`src/rtl/core/skt_ram.sv`:
```
// ----------------------------------------------------------------------------
// skt_ram
// Generic single-write, single-read RAM with registered read data.
// ----------------------------------------------------------------------------
module skt_ram #(
    parameter int WIDTH = 32,
    parameter int DEPTH = 16
) (
    input  logic                     clk,
    input  logic                     wr_en,
    input  logic [$clog2(DEPTH)-1:0] wr_addr,
    input  logic [WIDTH-1:0]         wr_data,
    input  logic                     rd_en,
    input  logic [$clog2(DEPTH)-1:0] rd_addr,
    output logic [WIDTH-1:0]         rd_data
);

    logic [WIDTH-1:0] mem [DEPTH];

    always_ff @(posedge clk)
    begin
        if (wr_en)
        begin
            mem[wr_addr] <= wr_data;
        end
        if (rd_en)
        begin
            rd_data <= mem[rd_addr];
        end
    end

endmodule

```
`config.mk`:
```
export PLATFORM = sky130hd
export DESIGN_NAME = skt_ram
export DESIGN_NICKNAME = d
export VERILOG_FILES = /design/src/rtl/core/skt_ram.sv
export SDC_FILE = /design/constraint.sdc
export NUM_CORES = 1
export LEC_CHECK = 0
export BUFFER_PORTS_ARGS = -buffer_cell sky130_fd_sc_hd__buf_2
export CAP_MARGIN = 10
export CORE_MARGIN = 1.5
export CORE_UTILIZATION = 66
export CTS_CLUSTER_DIAMETER = 200
export DETAILED_ROUTE_END_ITERATION = 10
export PLACE_DENSITY = 0.84
export SETUP_SLACK_MARGIN = 0.4
export SYNTH_ARGS = -nofsm -noshare
export SYNTH_HDL_FRONTEND = slang
export SYNTH_SLANG_ARGS = --single-unit
```
`constraint.sdc`:
```
create_clock -name clk -period 11.4 [get_ports clk]
set_input_delay 2.28 -clock clk [delete_from_list [all_inputs] [get_ports clk]]
set_output_delay 2.28 -clock clk [all_outputs]
set_load 0.02 [all_outputs]
```
Word-level counts from Yosys, hierarchy flattened --
Memory sizes are Yosys's and may differ from the RTL's. A register that Yosys moved wholly into a read port is not among the register bits. Index checks and enable logic that the tools add are counted. W data, S select, Z words.
Storage, ports and cells: register bits after elaboration 0, latch bits 0, bits in writable memories 512, ROM bits 0, input port bits 43, output and inout bits 32, logic and storage cells 3, memories kept 1
Memory list:
- mem | depth 16, width 32, rd ports 1, clocked after memory_dff 1, write ports 1, RTL line 18 | logic [WIDTH-1:0] mem [DEPTH];
Cells by class: $add $sub $neg 0, multiply operators 0, div/mod/pow operators 0, $lt $le $gt $ge 0, equal/unequal tests 0, shift operators 0, mux-type cells 2, bitwise operators 0, reductions and logical operators 0
Operators by type and width (number):
- $mux W1 | 2

Logic depth before layout (Yosys ltp) --
Gate-level depths: netlist of run 1.
word-level depth 2, gate-level depth with buffers 5, gate-level depth less buffers 3

Worst setup path after synthesis of run 1 --
OpenSTA, ideal clock, no wires.
kind input-to-reg, from input wr_addr[2], to memory mem[0][0] (enable), library setup time 0.461 ns, data arrival time 4.998 ns, required time 10.939 ns, path slack 5.940 ns, cell stages on the path 2, path buffers 0, path through or3b_2 > nor3_1
RTL lines:
- start: declaration | RTL line 11 | input logic [$clog2(DEPTH)-1:0] wr_addr,
- end: declaration | RTL line 18
No word-level cell before the write port.

==> results.sh, run 1 <==
export IMPL_power_switching_w=0.0008433
export IMPL_r2r_end="rd_data[15]"
export IMPL_crit_path_max_fanout=79
export IMPL_synth_warnings=0
export IMPL_pwr_share_seq_pct=55.2
export IMPL_track_usage_pct=29.97
export IMPL_combPwrFrac_pct=4.9
export IMPL_cts_resized=0
export IMPL_r2r_start="mem[11][15]"
export IMPL_r2r_slack_ns=9.81
export IMPL_antenna_found_initial=4
export IMPL_area_growth_pct=12.58
export IMPL_p_leak_nw=7.274
export IMPL_rr_worst_depth=3
export IMPL_p_int_w=0.003268
export IMPL_arrival_ns=5.01
export IMPL_cts_hold_buf=0
export IMPL_clkPwrFrac_pct=39.9
export IMPL_cp_required_ns=11.69
export IMPL_crit_path_end="rd_data[15]"
export IMPL_slew_violations=0
export IMPL_hold_violations=0
export IMPL_drt_total_wl_mm=45.52
export IMPL_cap_violations=0
export IMPL_first_global_vias=9884
export IMPL_grt_max_degree=80
export IMPL_tightest_slew_ns=1.183
export IMPL_syn_inst=838
export IMPL_start_kind="input port"
export IMPL_critPathCaptureType="flop"
export IMPL_die_width_um=177.8
export IMPL_timing_hold_ws_ns=0.7503
export IMPL_drtPass1Iterations=5
export IMPL_nNetsFinal=985
export IMPL_portBuffers=74
export IMPL_clkTransAtPathRegs_ns=0.06
export IMPL_synth_top_cells_by_area="edfxtp_1 (81%), mux4_2 (14%), a22oi_1 (2.4%)"
export IMPL_cts_tree="yes"
export IMPL_outcome="finished, final reports clean"
export IMPL_swShare_pct=20.51
export IMPL_fin_crit_ns=4.717
export IMPL_drcViolationCount=0
export IMPL_num_vias=9529
export IMPL_initial_core_util_pct=67.53
export IMPL_slew_headroom_pct=21.13
export IMPL_fp_row_count=63
export IMPL_rsz0062_at_grt="no"
export IMPL_dp_cells=1280
export IMPL_worst_skew_pair_late_latency_ns=0.57
export IMPL_htreeDepth=2
export IMPL_cts_buffers=50
export IMPL_core_um2=29870
export IMPL_critPathLaunch="rd_addr[0]"
export IMPL_yosysTopAreaCell="edfxtp_1"
export IMPL_instances_no_fill=1373
export IMPL_ant_nets=0
export IMPL_hold_class="flop to flop"
export IMPL_finalSetupViolations=0
export IMPL_period_share_pct=41.38
export IMPL_final_setup_skew_ns=0.01519
export IMPL_syn_nets=881
export IMPL_drt_iter0_drc=1251
export IMPL_pwr_density_cell_nw_per_um2=181.0
export IMPL_post_cts_buffers=0
export IMPL_synth_cell_types=17
export IMPL_die_h_um=177.8
export IMPL_syn_avg_cell_area_um2=24.07
export IMPL_drt_wirelength_per_cell_um=33.15
export IMPL_grt_ovfl_total=0
export IMPL_tns_ns=0
export IMPL_cts_root_buf="clkbuf_16"
export IMPL_synth_top_area_share_pct=80.97
export IMPL_gp_congestion=0.7004
export IMPL_drive_gt1_share_pct=32.01
export IMPL_viasPerCell=6.940
export IMPL_total_power_w=0.004111
export IMPL_path_class="input port to flop"
export IMPL_max_freq_ghz=0.2120
export IMPL_cts_sinks=544
export IMPL_grt_pass1_wl_mm=64.83
export IMPL_io_pins=75
export IMPL_vdd_drop_max_uv=133.8
export IMPL_utilization_pct=76.02
export IMPL_ys_seq_area_share_pct=80.97
export IMPL_yosys_register_bits=544
export IMPL_dpl_hpwl_mm=19.94
export IMPL_die_area_um2=31630
export IMPL_cts_buffer_depth=3
export IMPL_syn_area_um2=20170
==> sequential cells by signal, indices dropped and copies added (netlist names) <==
name	flops
mem	512
rd_data	32
==> critical path, cell delays in order <==
cell and delay, ns:
clkbuf_8 0.73, buf_4 0.91, mux4_2 0.64, a22oi_1 0.24, nand2_1 0.12
==> cell type report <==
cell class | count | area [um2]
tap | 390 | 488.0
clock inverter | 24 | 215.2
clock buffer | 67 | 1379
sequential | 544 | 16340
multi-input combinational | 251 | 3750
timing repair buffer | 95 | 539.3
antenna | 2 | 5.005
fill | 1459 | 7163
==> power by group through the flow <==
stage | combinational [W] | clock, W | sequential [W]
finish | 0.000203 | 0.00164 | 0.00227
global route | 0.000215 | 0.00172 | 0.00227
CTS | 0.000203 | 0.00165 | 0.00227
detailed placement | 0.000199 | 0 | 0.00231
global placement | 0.000191 | 0 | 0.00231
floorplan | 0.000108 | 0 | 0.00232
==> cells by family after synthesis <==
logic type	Yosys count	synth area share, %
flops	544	80.97
mux	128	14.29
compound gates	64	2.382
simple gates	59	1.253
buf+inv	43	1.104
==> synthesized netlist by cell type <==
cell type	number
nor2_1	13
or3b_2	1
mux4_2	128
and2_1	1
nor2b_1	2
buf_6	2
buf_4	11
buf_1	9
nand3b_1	2
clkbuf_1	17
nand2b_1	2
nand3_1	1
nand2_1	33
nor3_1	4
buf_2	4
a22oi_1	64
edfxtp_1	544
==> placed cells by master, fill, tap and decap left out <==
cell         n
edfxtp_1   544
mux4_2     128
buf_2       72
a22oi_1     64
clkbuf_16   53
nand2_1     33
buf_4       22
clkbuf_1    14
nor2_4      13
clkinv_2    12
clkinv_1     7
nor3_2       4
bufinv_16    4
diode_2      2
nor2b_4      2
nand3b_1     2
nand2b_1     2
and2_2       1
nand3_1      1
or3b_2       1
clkinv_4     1
clkbuf_8     1
==> worst min-delay path by stage <==
stage / cells after the start / start / slack [ns] / end
5_1_grt: 3 / mem[6][21] / 0.78 / rd_data[21]
2_1_floorplan: 3 / mem[14][0] / 0.71 / rd_data[0]
6_report: 3 / mem[6][22] / 0.75 / rd_data[22]
4_1_cts: 3 / mem[6][22] / 0.75 / rd_data[22]
3_5_place_dp: 3 / mem[12][26] / 0.73 / rd_data[26]
3_3_place_gp: 3 / mem[14][4] / 0.72 / rd_data[4]
==> layer usage <==
layer / GRT usage (%) / part of all wire, % / vias to the layer above
met5: 0 / 0.029 / -
met4: 11.13 / 3.0 / 2
met3: 5.398 / 9.8 / 96
met2: 50.81 / 52 / 643
met1: 39.55 / 35 / 4988
li1: - / - / 3800
==> metrics by stage <==
step	cell area, um2	worst slack, ns
after floorplan	20170	5.940
after global placement	21110	6.221
after detailed placement	21110	6.102
after CTS	22710	6.578
after global routing	22710	6.421
final	22710	6.683
Note: power is estimated with default switching activity, not from simulation.
==> inputs of run 2 (changes only) <==
--- a/config.mk
+++ b/config.mk
@@ -5,13 +5,14 @@
 export SDC_FILE = /design/constraint.sdc
 export NUM_CORES = 1
 export LEC_CHECK = 0
+export ABC_AREA = 1
 export BUFFER_PORTS_ARGS = -buffer_cell sky130_fd_sc_hd__buf_2
 export CAP_MARGIN = 10
 export CORE_MARGIN = 1.5
-export CORE_UTILIZATION = 66
+export CORE_UTILIZATION = 62
 export CTS_CLUSTER_DIAMETER = 200
 export DETAILED_ROUTE_END_ITERATION = 10
-export PLACE_DENSITY = 0.84
+export PLACE_DENSITY = 0.8
 export SETUP_SLACK_MARGIN = 0.4
 export SYNTH_ARGS = -nofsm -noshare
 export SYNTH_HDL_FRONTEND = slang
==> constraint.sdc (replaced) <==
create_clock -name clk -period 4.6 [get_ports clk]
set_input_delay 0.92 -clock clk [delete_from_list [all_inputs] [get_ports clk]]
set_output_delay 0.92 -clock clk [all_outputs]
set_load 0.02 [all_outputs]
==> results.sh, run 2 <==
export IMPL_hold_violations=0
export IMPL_core_um2=36610
export IMPL_initial_core_util_pct=62.96
export IMPL_async_flop_share_pct=0
export IMPL_critPathCaptureType="flop"
export IMPL_p_int_w=0.008069
export IMPL_arrival_ns=2.99
export IMPL_drive_gt1_share_pct=8.303
export IMPL_htreeDepth=2
export IMPL_syn_area_um2=23050
export IMPL_drcViolationCount=0
export IMPL_rsz0062_at_grt="no"
export IMPL_synth_top_area_share_pct=70.87
export IMPL_nNetsFinal=2209
export IMPL_p_leak_nw=10.73
export IMPL_path_class="input port to flop"
export IMPL_cts_buffers=52
export IMPL_vdd_drop_max_uv=353.8
export IMPL_die_width_um=195.8
export IMPL_post_cts_buffers=0
export IMPL_num_vias=15065
export IMPL_grt_ovfl_total=0
export IMPL_cts_hold_buf=0
export IMPL_slew_headroom_pct=-2.751
export IMPL_grt_max_degree=257
export IMPL_finalSetupViolations=0
export IMPL_top_register="mem"
export IMPL_swShare_pct=21.96
export IMPL_clkPwrFrac_pct=39.3
export IMPL_dpl_hpwl_mm=28.13
export IMPL_cts_sinks=544
export IMPL_yosysTopAreaCell="edfxtp_1"
export IMPL_yosysMostFrequentCell="nand2_1"
export IMPL_outcome="finished, violations left"
export IMPL_fin_crit_ns=2.541
export IMPL_cp_required_ns=5.04
export IMPL_syn_inst=2120
export IMPL_synthTopCellsByCount="nand2_1 (677), edfxtp_1 (544), inv_1 (388), nand3_1 (385), buf_2 (41)"
export IMPL_cap_violations=0
export IMPL_yosys_register_bits=544
export IMPL_viasPerCell=5.638
export IMPL_gp_congestion=0.8138
export IMPL_portBuffers=74
export IMPL_ant_nets=0
export IMPL_antenna_found_initial=0
export IMPL_fp_row_count=70
export IMPL_grt_pass1_wl_mm=81.70
export IMPL_synth_top_cells_by_area="edfxtp_1 (71%), nand2_1 (11%), nand3_1 (8.4%)"
export IMPL_drt_wirelength_per_cell_um=19.78
export IMPL_cts_resized=0
export IMPL_drt_iter0_drc=1742
export IMPL_synth_flop_cell="edfxtp_1"
export IMPL_pwr_share_seq_pct=54.3
export IMPL_power_switching_w=0.002271
export IMPL_pwr_density_cell_nw_per_um2=408.3
export IMPL_worst_skew_pair_late_latency_ns=0.58
export IMPL_max_freq_ghz=0.3935
export IMPL_violations="slew limit"
export IMPL_n_antenna_cell=0
export IMPL_start_kind="input port"
export IMPL_die_h_um=195.8
export IMPL_io_pins=75
export IMPL_slew_violations=45
export IMPL_timing_hold_ws_ns=0.7114
export IMPL_first_global_vias=14898
export IMPL_ys_seq_area_share_pct=70.87
export IMPL_synth_warnings=0
export IMPL_final_common_cell="nand2_1"
export IMPL_crit_path_max_fanout=81
export IMPL_combPwrFrac_pct=6.3
export IMPL_tightest_slew_ns=1.541
export IMPL_largest_reg_flops=512
export IMPL_hold_class="input port to flop"
export IMPL_drt_total_wl_mm=52.85
export IMPL_syn_nets=2163
export IMPL_reg_largest_list="mem (512), rd_data (32)"
export IMPL_fill_cells=2472
export IMPL_drtPass1Iterations=5
export IMPL_cts_root_buf="clkbuf_16"
export IMPL_cts_tree="yes"
export IMPL_period_share_pct=55.24
export IMPL_clkTransAtPathRegs_ns=0.06
export IMPL_track_usage_pct=28.14
export IMPL_cts_buffer_depth=3
export IMPL_synth_cell_types=14
export IMPL_synth_edf_count=544
export IMPL_final_setup_skew_ns=0.009959
export IMPL_die_area_um2=38350
export IMPL_mostFrequentLayoutCells="nand2_1 (677), edfxtp_1 (544), inv_1 (387)"
export IMPL_area_growth_pct=9.874
export IMPL_tns_ns=0
export IMPL_syn_avg_cell_area_um2=10.87
## run 2: per-stage QoR
stage               power (W)  utilization (%)  worst slack, ns  std cells  instance area (um2)
floorplan            0.006124                -            1.687       2120                23050
CTS                   0.01036            69.18            2.154       2672                25330
global route          0.01061            69.18            2.001       2672                25330
global placement     0.006341            64.53            1.606       2575                23620
detailed placement   0.006365            64.82            1.571       2580                23730
finish                0.01034            69.18            2.059       2672                25330
## run 2: path summary, 6_finish.rpt
path	from	end	slack (ns)	cells past startpoint
hold reg to reg	mem[4][13]	rd_data[13]	0.74	6
setup / recovery	rd_addr[1]	rd_data[14]	2.06	6
hold / removal	wr_data[4]	mem[13][4]	0.71	1
setup reg to reg	mem[9][7]	rd_data[7]	3.34	6
## run 2: kinds of logic (layout without fill, tap and decap cells)
family	after synthesis	in the layout	share of synthesized area, %
buf+inv	495	579	9.407
flops	544	544	70.87
simple gates	1081	1081	19.73
## run 2: cell type report
class                           count  area (um2)  area share, %
Inverter                          390        1471          5.810
Multi-Input combinational cell   1081        4667          18.43
Clock buffer                       62        1360          5.370
Clock inverter                     30       235.2         0.9288
Timing Repair Buffer               97       671.9          2.653
Tap cell                          468       585.6          2.312
Sequential cell                   544       16340          64.50
## run 2: power by group through the flow
stage               Combinational [W]  Sequential, W  Clock, W
floorplan                    0.000378        0.00575         0
global placement             0.000621        0.00572         0
detailed placement           0.000641        0.00572         0
CTS                          0.000647        0.00562   0.00409
global route                 0.000714        0.00563   0.00427
finish                       0.000653        0.00562   0.00407
## run 2: worst max-delay path, stage by stage
cell and delay, ns:
buf_4 0.50, buf_4 0.94, nand3_1 0.16, nand3_1 0.12, nand3_1 0.15, nand2_1 0.14
## run 2: per-layer routing
layer / share of wire (%) / wire (um) / vias to the layer above / track usage, %
met5: 0 / 0 / - / 0
met4: 3.7 / 1975 / 0 / 11.97
met3: 9.4 / 4980 / 131 / 4.521
met2: 48 / 25550 / 829 / 47.00
met1: 38 / 20340 / 7146 / 37.06
li1: - / - / 6959 / -
==> inputs of run 3 (changes only) <==
--- a/config.mk
+++ b/config.mk
@@ -5,14 +5,14 @@
 export SDC_FILE = /design/constraint.sdc
 export NUM_CORES = 1
 export LEC_CHECK = 0
-export ABC_AREA = 1
+export ABC_AREA = 0
 export BUFFER_PORTS_ARGS = -buffer_cell sky130_fd_sc_hd__buf_2
 export CAP_MARGIN = 10
 export CORE_MARGIN = 1.5
-export CORE_UTILIZATION = 62
+export CORE_UTILIZATION = 61
 export CTS_CLUSTER_DIAMETER = 200
 export DETAILED_ROUTE_END_ITERATION = 10
-export PLACE_DENSITY = 0.8
+export PLACE_DENSITY = 0.79
 export SETUP_SLACK_MARGIN = 0.4
 export SYNTH_ARGS = -nofsm -noshare
 export SYNTH_HDL_FRONTEND = slang
==> constraint.sdc (replaced) <==
create_clock -name clk -period 2.4 [get_ports clk]
set_input_delay 0.48 -clock clk [delete_from_list [all_inputs] [get_ports clk]]
set_output_delay 0.48 -clock clk [all_outputs]
set_load 0.02 [all_outputs]
==> results.sh, run 3 (same netlist as run 1, synthesis figures left out) <==
export IMPL_mostFrequentLayoutCells="edfxtp_1 (544), mux4_2 (128), buf_2 (72)"
export IMPL_pwr_density_cell_nw_per_um2=835.3
export IMPL_clkTransAtPathRegs_ns=0.06
export IMPL_slowest_delay_ns=0.47
export IMPL_grt_max_degree=42
export IMPL_gp_congestion=0.7280
export IMPL_fin_crit_ns=1.709
export IMPL_die_width_um=184.9
export IMPL_ant_nets=0
export IMPL_slew_violations=0
export IMPL_portBuffers=74
export IMPL_arrival_ns=1.23
export IMPL_drive_gt1_share_pct=32.69
export IMPL_largest_reg_flops=512
export IMPL_dpl_hpwl_mm=20.45
export IMPL_worst_path_dominant_cell_family="flip-flops"
export IMPL_drt_wirelength_per_cell_um=29.66
export IMPL_final_setup_skew_ns=0.01282
export IMPL_grt_ovfl_total=0
export IMPL_drtPass1Iterations=5
export IMPL_hold_class="input port to flop"
export IMPL_worst_skew_pair_late_latency_ns=0.56
export IMPL_max_freq_ghz=0.5853
export IMPL_critPathCaptureType="output port"
export IMPL_rsz0062_at_grt="no"
export IMPL_cts_tree="yes"
export IMPL_area_growth_pct=15.16
export IMPL_crit_path_max_fanout=1
export IMPL_nNetsFinal=1003
export IMPL_period_share_pct=71.19
export IMPL_drt_iter0_drc=1180
export IMPL_core_um2=32540
export IMPL_dp_cells=1349
export IMPL_io_pins=75
export IMPL_start_kind="flop"
export IMPL_cts_root_buf="clkbuf_16"
export IMPL_critPathSlowestCell="edfxtp_1"
export IMPL_cts_hold_buf=0
export IMPL_grt_pass1_wl_mm=62.38
export IMPL_slew_headroom_pct=31.89
export IMPL_tightest_slew_ns=1.022
export IMPL_path_cells="buf_2"
export IMPL_cp_required_ns=1.92
export IMPL_viasPerCell=6.522
export IMPL_die_area_um2=34170
export IMPL_num_vias=9353
export IMPL_htreeDepth=2
export IMPL_worst_path_buf_inv=1
export IMPL_cts_buffer_depth=3
export IMPL_drcViolationCount=0
export IMPL_path_class="flop to output port"
export IMPL_utilization_pct=71.40
export IMPL_track_usage_pct=26.06
export IMPL_cts_resized=0
export IMPL_fp_row_count=66
export IMPL_cts_buffers=51
export IMPL_cts_sinks=544
export IMPL_final_common_cell="edfxtp_1"
export IMPL_finalSetupViolations=0
export IMPL_antenna_found_initial=1
export IMPL_vdd_drop_max_uv=546.5
export IMPL_first_global_vias=9725
export IMPL_hold_violations=0
export IMPL_reg_largest_list="mem (512), rd_data (32)"
export IMPL_cap_violations=0
export IMPL_post_cts_buffers=0
export IMPL_instances_no_fill=1434
export IMPL_top_register="mem"
export IMPL_initial_core_util_pct=62.01
export IMPL_drt_total_wl_mm=42.53
export IMPL_die_h_um=184.9
export IMPL_p_leak_nw=7.438
export IMPL_outcome="finished, final reports clean"
[run 3: cell count changes in the layout (fill, tap and decap cells not counted), sizes merged, moves of 2 or more]
cell,before,now
nor3,0,4
inv,390,1
mux4,0,128
nor2,17,13
nand2b,0,2
nand2,677,33
nor2b,0,2
nand3,385,1
clkbuf,62,57
clkinvlp,2,0
buf,97,111
a22oi,0,64
[run 3: per-stage QoR]
stage          setup TNS, ns  hold WS [ns]  instance area, um2  setup slack (ns)  total power, W
2_1_floorplan         -26.39        0.5789               20220           -0.1078         0.01152
4_1_cts                    0        0.2664               23230            0.6799         0.01950
3_5_place_dp               0        0.7346               21670            0.2408         0.01198
6_report                   0        0.2868               23230            0.6913         0.01941
5_1_grt                    0        0.2745               23230            0.6717         0.01995
3_3_place_gp               0        0.7240               21670            0.3020         0.01193
[run 3: layout make-up]
class	instances	area, um2
Clock buffer	56	1338
Antenna cell	1	2.502
Tap cell	442	553.0
Timing Repair Buffer	112	1005
Sequential cell	544	16340
Fill cell	1828	9304
Clock inverter	28	221.5
Multi-Input combinational cell	251	3777
[run 3: layer usage]
| metal | global-route usage (%) | share of wire [%] | vias up |
|---|---|---|---|
| met1 | 37.35 | 38 | 4904 |
| met4 | 7.024 | 2.1 | 2 |
| li1 | - | - | 3839 |
| met2 | 42.29 | 50 | 535 |
| met5 | 0 | 0.031 | - |
| met3 | 4.719 | 9.7 | 73 |
[run 3: power breakdown]
group / internal [W] / switching (W) / leakage, nW / total, W
Combinational: 0.000414 / 0.000602 / 1.73 / 0.00102
Clock: 0.00439 / 0.00323 / 0.766 / 0.00762
Sequential: 0.0107 / 0.0000682 / 4.94 / 0.0108
Total: 0.0155 / 0.00390 / 7.44 / 0.0194
[run 3: final timing paths]
| path | startpoint | end | slack, ns | cells after the start |
|---|---|---|---|---|
| worst min register to register | mem[14][10] | rd_data[10] | 0.75 | 3 |
| worst max register to register | mem[11][4] | rd_data[4] | 0.86 | 3 |
| worst min-delay path | wr_data[24] | mem[0][24] | 0.29 | 1 |
| worst max-delay path | rd_data[20] | rd_data[20] | 0.69 | 1 |
